--- config.mk ---
export PLATFORM = sky130hd
export DESIGN_NAME = stepper_half_step_speed_driver_top
export DESIGN_NICKNAME = d
export VERILOG_FILES = /design/src/rtl/core/sdrv_pkg.sv /design/src/rtl/core/sdrv_period.sv /design/src/rtl/core/sdrv_step.sv /design/src/rtl/core/stepper_half_step_speed_driver_top.sv
export SDC_FILE = /design/constraint.sdc
export NUM_CORES = 1
export LEC_CHECK = 0
export ABC_AREA = 1
export BUFFER_PORTS_ARGS = -buffer_cell sky130_fd_sc_hd__buf_2
export CORE_MARGIN = 2
export CORE_UTILIZATION = 30
export CTS_CLUSTER_DIAMETER = 200
export DETAILED_ROUTE_END_ITERATION = 6
export PLACE_DENSITY = 0.5
export SLEW_MARGIN = 40
export SYNTH_ARGS = -nofsm -noshare
export SYNTH_HDL_FRONTEND = slang
export SYNTH_SLANG_ARGS = --single-unit
export TNS_END_PERCENT = 5
--- constraint.sdc ---
create_clock -name clk -period 8.9 [get_ports clk]
set_input_delay 0.89 -clock clk [delete_from_list [all_inputs] [get_ports clk]]
set_output_delay 0.89 -clock clk [all_outputs]
set_load 0.05 [all_outputs]
--- src/rtl/core/sdrv_pkg.sv ---
// Shared types, constants and the coil lookup for the half-step stepper driver.
`default_nettype none

package sdrv_pkg;

	localparam int unsigned SPEED_W  = 5;
	localparam int unsigned PHASE_W  = 3;
	localparam int unsigned TICK_W   = 16;
	localparam int unsigned BASE_W   = 16;
	localparam int unsigned DEC_W    = 13;
	localparam int unsigned MAG_W    = 4;
	localparam int unsigned KEY_W    = 8;
	localparam int unsigned COIL_W   = 4;
	localparam int unsigned CFG_IDX_W = 2;
	localparam int unsigned OUT_W    = 32;

	localparam logic signed [SPEED_W-1:0] MAX_SPEED = 5'sd10;

	localparam logic [BASE_W-1:0] BASE_RESET = 16'd300;
	localparam logic [DEC_W-1:0]  DEC_RESET  = 13'd20;

	localparam logic [CFG_IDX_W-1:0] REG_BASE_PERIOD = 2'd0;
	localparam logic [CFG_IDX_W-1:0] REG_PERIOD_DEC  = 2'd1;

	localparam logic CMD_TICK = 1'b0;
	localparam logic CMD_KEY  = 1'b1;

	localparam logic [KEY_W-1:0] KEY_INC   = 8'h69; // 'i'
	localparam logic [KEY_W-1:0] KEY_DEC   = 8'h64; // 'd'
	localparam logic [KEY_W-1:0] KEY_STOP  = 8'h73; // 's'
	localparam logic [KEY_W-1:0] KEY_ZERO  = 8'h30; // '0'
	localparam logic [KEY_W-1:0] KEY_ONE   = 8'h31;
	localparam logic [KEY_W-1:0] KEY_FIVE  = 8'h35;
	localparam logic [KEY_W-1:0] KEY_SIX   = 8'h36;
	localparam logic [KEY_W-1:0] KEY_NINE  = 8'h39;

	typedef struct packed {
		logic signed [SPEED_W-1:0] speed;
		logic [PHASE_W-1:0]        phase;
		logic [TICK_W-1:0]         tick;
	} sdrv_state_t;

	function automatic logic [COIL_W-1:0] coil_of(input logic [PHASE_W-1:0] ph);
		logic [COIL_W-1:0] c;
		case (ph)
			3'd0:    c = 4'd9;
			3'd1:    c = 4'd8;
			3'd2:    c = 4'd12;
			3'd3:    c = 4'd4;
			3'd4:    c = 4'd6;
			3'd5:    c = 4'd2;
			3'd6:    c = 4'd3;
			default: c = 4'd1;
		endcase
		return c;
	endfunction

endpackage

`default_nettype wire

--- src/rtl/core/sdrv_period.sv ---
// Step period from speed and configuration: base minus |speed| times decrement, floored at one.
`default_nettype none

module sdrv_period
	import sdrv_pkg::*;
(
	input  wire logic signed [SPEED_W-1:0] speed,
	input  wire logic [BASE_W-1:0]         base_period,
	input  wire logic [DEC_W-1:0]          period_dec,
	output logic [BASE_W-1:0]              period
);

	logic [SPEED_W-1:0]     neg_speed;
	logic [MAG_W-1:0]       mag;
	logic [DEC_W+MAG_W-1:0] cut;

	always_comb begin
		neg_speed = -speed;
		mag = speed[SPEED_W-1] ? neg_speed[MAG_W-1:0] : speed[MAG_W-1:0];
		cut = {{MAG_W{1'b0}}, period_dec} * {{DEC_W{1'b0}}, mag};
		if (cut >= {{(DEC_W+MAG_W-BASE_W){1'b0}}, base_period}) begin
			period = BASE_W'(1);
		end else begin
			period = base_period - cut[BASE_W-1:0];
		end
	end

endmodule

`default_nettype wire

--- src/rtl/core/sdrv_step.sv ---
// Next-state logic for one item: key decoding with saturation, tick counting and phase stepping.
`default_nettype none

module sdrv_step
	import sdrv_pkg::*;
(
	input  wire logic               cmd,
	input  wire logic [KEY_W-1:0]   key_code,
	input  wire sdrv_state_t        cur,
	input  wire logic [BASE_W-1:0]  period,
	output sdrv_state_t             nxt,
	output logic                    stepped
);

	logic signed [SPEED_W:0] want;
	logic                    key_hit;
	logic [TICK_W:0]         tick_inc;

	always_comb begin
		nxt      = cur;
		stepped  = 1'b0;
		want     = {cur.speed[SPEED_W-1], cur.speed};
		key_hit  = 1'b1;
		tick_inc = {1'b0, cur.tick} + (TICK_W+1)'(1);

		if (cmd == CMD_KEY) begin
			case (key_code) inside
				KEY_INC:             want = {cur.speed[SPEED_W-1], cur.speed} + 6'sd1;
				KEY_DEC:             want = {cur.speed[SPEED_W-1], cur.speed} - 6'sd1;
				KEY_STOP:            want = 6'sd0;
				KEY_ZERO:            want = 6'sd10;
				[KEY_ONE:KEY_FIVE]:  want = $signed({1'b0, key_code[3:0], 1'b0}) - 6'sd12;
				[KEY_SIX:KEY_NINE]:  want = $signed({1'b0, key_code[3:0], 1'b0}) - 6'sd10;
				default:             key_hit = 1'b0;
			endcase
			if (key_hit) begin
				if (want > $signed({MAX_SPEED[SPEED_W-1], MAX_SPEED})) begin
					nxt.speed = MAX_SPEED;
				end else if (want < -$signed({MAX_SPEED[SPEED_W-1], MAX_SPEED})) begin
					nxt.speed = -MAX_SPEED;
				end else begin
					nxt.speed = want[SPEED_W-1:0];
				end
			end
		end else begin
			// The count is kept when a key shortens the period, so compare with >=.
			if (tick_inc >= {1'b0, period}) begin
				nxt.tick = '0;
				stepped  = 1'b1;
				if (cur.speed > 0) begin
					nxt.phase = cur.phase + PHASE_W'(1);
				end else if (cur.speed < 0) begin
					nxt.phase = cur.phase - PHASE_W'(1);
				end
			end else begin
				nxt.tick = tick_inc[TICK_W-1:0];
			end
		end
	end

endmodule

`default_nettype wire

--- src/rtl/core/stepper_half_step_speed_driver_top.sv ---
// Top level of the half-step stepper driver: ports, configuration, state and stream registers.
//
//  channel  | direction | fields
//  s_*      | in        | tuser: cmd; tdata: key_code
//  m_*      | out       | tdata: coil_pattern, speed_now, stepped, period_now
//  cfg_*    | in        | cfg_index: register, cfg_data: value
//
// An item is registered on entry and its result is registered in the output register, and one
// item is taken in every cycle while the output is not stalled. The state update and the
// period multiply sit between the input register and the result register.
// A stalled output holds its result and the input register; reset gives base 300,
// decrement 20, speed zero, phase zero and tick count zero.
`default_nettype none

module stepper_half_step_speed_driver_top
	import sdrv_pkg::*;
(
	input  wire logic                 clk,
	input  wire logic                 arst_n,
	input  wire logic                 s_tvalid,
	output logic                      s_tready,
	input  wire logic [KEY_W-1:0]     s_tdata,   // [7:0] key_code
	input  wire logic                 s_tuser,   // [0] cmd
	output logic                      m_tvalid,
	input  wire logic                 m_tready,
	output logic [OUT_W-1:0]          m_tdata,   // [3:0] coil_pattern, [8:4] speed_now,
	                                             // [9] stepped, [25:10] period_now, rest zero
	input  wire logic                 cfg_valid,
	output logic                      cfg_ready,
	input  wire logic [CFG_IDX_W-1:0] cfg_index,
	input  wire logic [BASE_W-1:0]    cfg_data
);

	logic [BASE_W-1:0] base_q;
	logic [DEC_W-1:0]  dec_q;
	sdrv_state_t       state_q;
	sdrv_state_t       state_d;
	logic [BASE_W-1:0] period_q;
	logic [BASE_W-1:0] period_d;
	logic              stepped_d;

	logic              valid_s1;
	logic              cmd_s1;
	logic [KEY_W-1:0]  key_s1;
	logic              advance;

	logic              out_valid_q;
	logic [OUT_W-1:0]  out_data_q;

	assign cfg_ready = 1'b1;
	assign advance   = valid_s1 && (!out_valid_q || m_tready);
	assign s_tready  = !valid_s1 || advance;
	assign m_tvalid  = out_valid_q;
	assign m_tdata   = out_data_q;

	always_ff @(posedge clk or negedge arst_n) begin
		if (!arst_n) begin
			base_q <= BASE_RESET;
			dec_q  <= DEC_RESET;
		end else if (cfg_valid && cfg_ready) begin
			if (cfg_index == REG_BASE_PERIOD) begin
				base_q <= cfg_data;
			end else if (cfg_index == REG_PERIOD_DEC) begin
				dec_q <= cfg_data[DEC_W-1:0];
			end
		end
	end

	sdrv_step u_step (
		.cmd      (cmd_s1),
		.key_code (key_s1),
		.cur      (state_q),
		.period   (period_q),
		.nxt      (state_d),
		.stepped  (stepped_d)
	);

	// The period follows the speed the state will hold after this edge, and period_q picks up
	// configuration writes in the cycle after they land.
	sdrv_period u_period (
		.speed       (advance ? state_d.speed : state_q.speed),
		.base_period (base_q),
		.period_dec  (dec_q),
		.period      (period_d)
	);

	always_ff @(posedge clk or negedge arst_n) begin
		if (!arst_n) begin
			state_q  <= '0;
			period_q <= BASE_RESET;
		end else begin
			period_q <= period_d;
			if (advance) begin
				state_q <= state_d;
			end
		end
	end

	always_ff @(posedge clk or negedge arst_n) begin
		if (!arst_n) begin
			valid_s1 <= 1'b0;
		end else if (s_tready) begin
			valid_s1 <= s_tvalid;
		end
	end

	always_ff @(posedge clk) begin
		if (s_tready && s_tvalid) begin
			cmd_s1 <= s_tuser;
			key_s1 <= s_tdata;
		end
	end

	always_ff @(posedge clk or negedge arst_n) begin
		if (!arst_n) begin
			out_valid_q <= 1'b0;
		end else if (advance) begin
			out_valid_q <= 1'b1;
		end else if (m_tready) begin
			out_valid_q <= 1'b0;
		end
	end

	always_ff @(posedge clk) begin
		if (advance) begin
			out_data_q <= {6'b0, period_d, stepped_d, state_d.speed, coil_of(state_d.phase)};
		end
	end

endmodule

`default_nettype wire

# Word-level counts from Yosys, hierarchy flattened
# Cells that the tools add are included.
# word_totals
regBits	106
in_bits	32
output_inout_bits	35
elab_cells	89
# classes
add_sub_neg	9
n_mul	1
n_lt_le_gt_ge	10
eq_ne	11
muxes	30
bitwise	2
reduce_logical	14
# ops
operator	n
$mux W6	7
$ge A17 B16 Y1	2
$mux W16	2
$pmux W4 S7	1
$mux W5	5
$eq A8 B7 Y1 const B	3
$mux W19	1
$add A16 B1 Y17 const B	1
$mul A13 B4 Y17	1
$ge A8 B6 Y1 const B	2
$le A8 B6 Y1 const B	2
$sub A16 B16 Y16	1
$sub A5 B4 Y6 const B	2
$mux W1	10
$eq A3 B3 Y1 const B	3
$mux W3	3
$eq A8 B6 Y1 const B	1
$add A5 B2 Y6 const B	1
$eq A3 B2 Y1 const B	2
$gt A6 B5 Y1 const B	1
$lt A6 B5 Y1 const B	1
$sub A5 B2 Y6 const B	1
$gt A5 B1 Y1 const B	1
$lt A5 B1 Y1 const B	1
other kinds (15)	22

# Depth between registers and ports, before layout
# logic_depth
ltp_word	20
ltp_mapped	56

# Cells and area by module
# From an unflattened synthesis, not the netlist that was laid out.
# hier_totals
hier_cells	1164
area_unflattened_um2	8903.5
# modules_own_cells
module	n_inst	cells_per_inst	area_per_inst_um2
stepper_half_step_speed_driver_top	1	312	3881.2
sdrv_period	1	471	2982.9
sdrv_step	1	381	2039.5

# Least setup slack after synthesis
# Ideal clock, no wire load.
# synth_path
path_kind	input -> register
from	input port m_tready
to	register out_data_q[15], in the netlist m_tdata[15], data pin
arrival_ns	7.146
setup_slack_ns	1.495
path_stages	36
n_path_buf	2
path_cell_list	inv_1 > nand2_1 > nand2_1 > clkinv_1 > nand3_1 > nand2_4 > ha_1 > or2_1 > nand2_1 > buf_2 > nor2_1 > fa_1 > inv_1 > fa_1 > inv_1 > ha_1 > nand3_1 > nand2_1 > a21oi_1 > o21bai_1 > a21oi_1 > o21ai_0 > a21oi_1 > o21bai_1 > nand2_1 > inv_1 > nand2_1 > o21ai_0 > xor2_1 > ha_1 > nand4_1 > o41ai_1 > a21oi_1 > o21ai_1 > buf_2 > nor2_1
# synth_between
elab_chain_len	8
word_cells_on_any_way	9
cone_classes	add/sub (2); mul (1); order compare (1); mux (3); reduce/logical (2)
# synth_lines
item	line_no	text
from (decl)	stepper_half_step_speed_driver_top.sv:25	input wire logic m_tready,
$logic_or A1 B1 Y1 (*)	stepper_half_step_speed_driver_top.sv:51	assign advance = valid_s1 && (!out_valid_q || m_tready);
$logic_and A1 B1 Y1 (*)	stepper_half_step_speed_driver_top.sv:51	
via advance	stepper_half_step_speed_driver_top.sv:45	logic advance;
$mux W5 (*)	stepper_half_step_speed_driver_top.sv:81	.speed (advance ? state_d.speed : state_q.speed),
$neg A4 Y4	sdrv_period.sv:18	neg_speed = -speed;
$mux W4 (*)	sdrv_period.sv:19	mag = speed[SPEED_W-1] ? neg_speed[MAG_W-1:0] : speed[MAG_W-1:0];
$mul A13 B4 Y17 (*)	sdrv_period.sv:20	cut = {{MAG_W{1'b0}}, period_dec} * {{DEC_W{1'b0}}, mag};
$sub A16 B16 Y16 or $ge A17 B16 Y1 (tied branches)	sdrv_period.sv:24, sdrv_period.sv:21	
$mux W16 (*)	sdrv_period.sv:21	if (cut >= {{(DEC_W+MAG_W-BASE_W){1'b0}}, base_period}) begin
via period_d[5]	stepper_half_step_speed_driver_top.sv:39	logic [BASE_W-1:0] period_d;
to (signal assigned)	stepper_half_step_speed_driver_top.sv:126	out_data_q <= {6'b0, period_d, stepped_d, state_d.speed, coil_of(state_d.phase)};
to (decl)	stepper_half_step_speed_driver_top.sv:48	logic [OUT_W-1:0] out_data_q;
# The timed path passes the listed nets; every way through them passes the cells marked *.
# A chain may end at the register's enable or synchronous reset.

# Worst setup path after layout
# layout_path
from	register key_s1[1]
to	register out_data_q[11], in the netlist m_tdata[11], data pin
# layout_between
elab_chain_len	20
word_cells_on_any_way	39
cone_classes	add/sub (4); mul (1); order compare (7); eq/ne (4); mux (21); reduce/logical (2)
# layout_lines
item	line_no	text
from (decl)	stepper_half_step_speed_driver_top.sv:44	logic [KEY_W-1:0] key_s1;
from (signal assigned)	stepper_half_step_speed_driver_top.sv:110	key_s1 <= s_tdata;
$ge A8 B6 Y1 (no source line) or $le A8 B6 Y1 (tied branches)	-	
$logic_and A1 B1 Y1 (no source line)	-	
$mux W6 (6 in a row)	sdrv_step.sv:27	case (key_code) inside
$mux W6	sdrv_step.sv:26	if (cmd == CMD_KEY) begin
$lt A6 B5 Y1	sdrv_step.sv:39	end else if (want < -$signed({MAX_SPEED[SPEED_W-1], MAX_SPEED})) begin
$mux W5	sdrv_step.sv:39	
$mux W5	sdrv_step.sv:37	if (want > $signed({MAX_SPEED[SPEED_W-1], MAX_SPEED})) begin
$mux W5 (*)	sdrv_step.sv:36	if (key_hit) begin
$mux W5 (*)	sdrv_step.sv:26	
$mux W5 (*)	stepper_half_step_speed_driver_top.sv:81	
$neg A4 Y4	sdrv_period.sv:18	
$mux W4 (*)	sdrv_period.sv:19	
$mul A13 B4 Y17 (*)	sdrv_period.sv:20	
$sub A16 B16 Y16 or $ge A17 B16 Y1 (tied branches)	sdrv_period.sv:24, sdrv_period.sv:21	
$mux W16 (*)	sdrv_period.sv:21	
via period_d[1]	stepper_half_step_speed_driver_top.sv:39	
# The timed path passes the listed nets; every way through them passes the cells marked *. The select of a mux whose other input is x is not followed.

==> flow_summary.yaml <==
finish:
  multi_input_area_um2: 4400
  nNetsFinal: 1192
  fillers: 2856
  insertedDiodeCount: 0
  layout-drive-gt1-share: 0.141
  area.growth.synth_to_final_pct: 11.8
  register_area_um2: 2840
global_routing:
  grt_max_degree: 72
  grt_pass1_wl_um: 30500
  grt_pass1_vias: 6117
  antenna_found_initial: 0
  grtUsageTotal: 0.132
  gr-total-overflow: 0
logic_synthesis:
  synth.distinct_cells: 54
  synth.largest_area_cell: "dfrtp_1"
  synthArstFlopShare: 0.670
  synth_common_cells: "192 x inv_1, 179 x nand2_1, 82 x ha_1"
  syn_inst: 996
  ys_seq_elements: 106
  ys_warn_count: 0
  yosys-top-cells-area: "dfrtp_1 19%, edfxtp_1 13%, ha_1 13%"
  synth_flop_cell: "dfrtp_1"
  synth_edf_count: 35
  avgSynthCellArea_um2: 8.16
  synth_seq_area_share: 0.349
  netlist_area_um2: 8130
  synth.most_common_cell: "inv_1"
  synth_top_cell_area_share: 0.188
die:
  start_util: 0.303
  io_pins: 67
  rows: 60
  core_area_um2: 26800
  die-area_um2: 28400
  dieHeight_um: 169
  die_x_um: 169
clocking:
  cts_max_level: 3
  cts_tree: "built"
  cts_sinks: 106
  clockBufferDepth: 2
  root_buffer: "clkbuf_16"
  numCtsBuffers: 9
  clkTransAtPathRegs_ns: 0.07
  clock_latency_ns: 0.35
detailed_routing:
  ant_nets: 0
  vias: 6194
  via_per_inst: 4.42
  drtIter0Drc: 393
  drc: 0
  drt-total-wl_um: 17800
  drtPass1Iterations: 7
  post_drt_wl_per_cell_um: 12.7
setup_path:
  crit_path_max_fanout: 15
  path_buf_inv: 8
  path_delay_family: "simple AND/OR/NAND/NOR gates"
  critPathMaxStageDelay_ns: 0.52
  start_kind: "flip-flop"
  cp.arrival_ns: 8.16
  setup.worst_path.class: "reg -> reg"
  critPathRequiredTime_ns: 9.09
  crit_top_cell: "nand2_1"
  endpoint_kind: "flip-flop"
  worst_path_max_delay_cell: "fa_1"
timing:
  slew_viol_final: 0
  fmax_mhz: 126
  slew_headroom: 0.540
  worstMarginPinSlew_ns: 0.690
  clock_skew_ns: 0.00977
  setup_viol: 0
  hold_viol: 0
  rsz0062_at_grt: "false"
  period_minus_slack_ns: 7.97
  fin_crit_sh: 0.895
  timing.setup.tns_ns: 0
worst_hold_path:
  hp-class: "reg -> reg"
placement:
  numPortBuffers: 59
  dp_hpwl_um: 14200
  place_congestion: 0.862
flow_run:
  maxCapViolations: 0
status:
  status: "finished clean"
-- registers in the layout (all words and copies together), names as in the netlist --
register and flops:
m_tdata 26, state_q 24, base_q 16, period_q 16, dec_q 13, key_s1 8
cmd_s1 1, m_tvalid 1, valid_s1 1
-- path summary, 6_finish.rpt --
| kind | to | from | depth (start not counted) | slack, ns |
|---|---|---|---|---|
| worst max-delay path | m_tdata[11] | key_s1[1] | 47 | 0.93 |
| worst min-delay path | dec_q[4] | dec_q[4] | 2 | 0.50 |
| worst max register to register | m_tdata[11] | key_s1[1] | 47 | 0.93 |
| worst min register to register | dec_q[4] | dec_q[4] | 2 | 0.50 |
| max in group asynchronous | dec_q[11] | arst_n | 1 | 7.88 |
| min in group asynchronous | state_q[18] | arst_n | 1 | 0.56 |
-- per-layer routing --
metal	vias to the layer above	wire [µm]	GRT usage
met5	-	0	0
met4	0	246	0.0375
met3	14	378	0.0164
met2	79	7670	0.209
met1	2826	9470	0.190
li1	3275	-	-
-- logic make-up after synthesis --
logic type,after synthesis,synth area share
XOR/XNOR,43,0.0486
multiplexers,1,0.00123
adder cells (fa/ha/maj),105,0.183
other,2,0.000924
AO/OA/AOI/OAI,153,0.108
flip-flops,106,0.349
buffers and inverters,227,0.112
AND/OR/NAND/NOR,359,0.197
-- cells in the final DEF, fill, tap and decap left out, types with 9 or more instances in the layout --
master,netlist,layout
buf_2,3,58
nor3_1,13,13
edfxtp_1,35,35
dfrtp_1,61,61
clkbuf_16,0,9
nand3_1,32,32
inv_1,192,192
dfstp_2,10,10
inv_2,9,9
ha_1,82,82
fa_1,23,23
nand2_2,11,13
o22ai_1,11,11
nand4_1,15,15
o21ai_0,55,55
nor2_2,12,12
nand2_1,179,177
xor2_1,31,31
nor2_1,77,77
a21oi_1,53,53
xnor2_1,11,11
-- worst min-delay path: stages, from the launching register on --
cell	delay, ns
dfstp_2	0.38
nand2_1	0.05
o21ai_0	0.07
-- repair_timing --
action,4_1_cts,5_1_grt
hold buffers,0,0
setup endpoints to repair,0,20
buffers inserted,0,2
gates resized for setup,0,1
-- metrics by stage --
step / cells / hold WS (ns) / instance area [µm²] / util / setup WS (ns)
after floorplan: 1001 / 0.453 / 8150 / - / 1.49
after global placement: 1382 / 0.473 / 8750 / 0.327 / 0.708
after detailed placement: 1383 / 0.485 / 8770 / 0.327 / 0.885
after CTS: 1399 / 0.504 / 9070 / 0.338 / 0.849
after global routing: 1401 / 0.548 / 9090 / 0.339 / 0.0689
final: 1401 / 0.502 / 9090 / 0.339 / 0.932
-- cell type report --
type                       count  share of cell area
sequential                   106               0.313
clock inverter                 6             0.00757
timing repair buffer          65              0.0381
tap                          341              0.0470
inverter                     205              0.0850
clock buffer                  10              0.0252
multi-input combinational    668               0.485
Power is left out: the tool's default activity adds up to more than one toggle a clock period on the data nets, which glitch-free logic cannot reach.
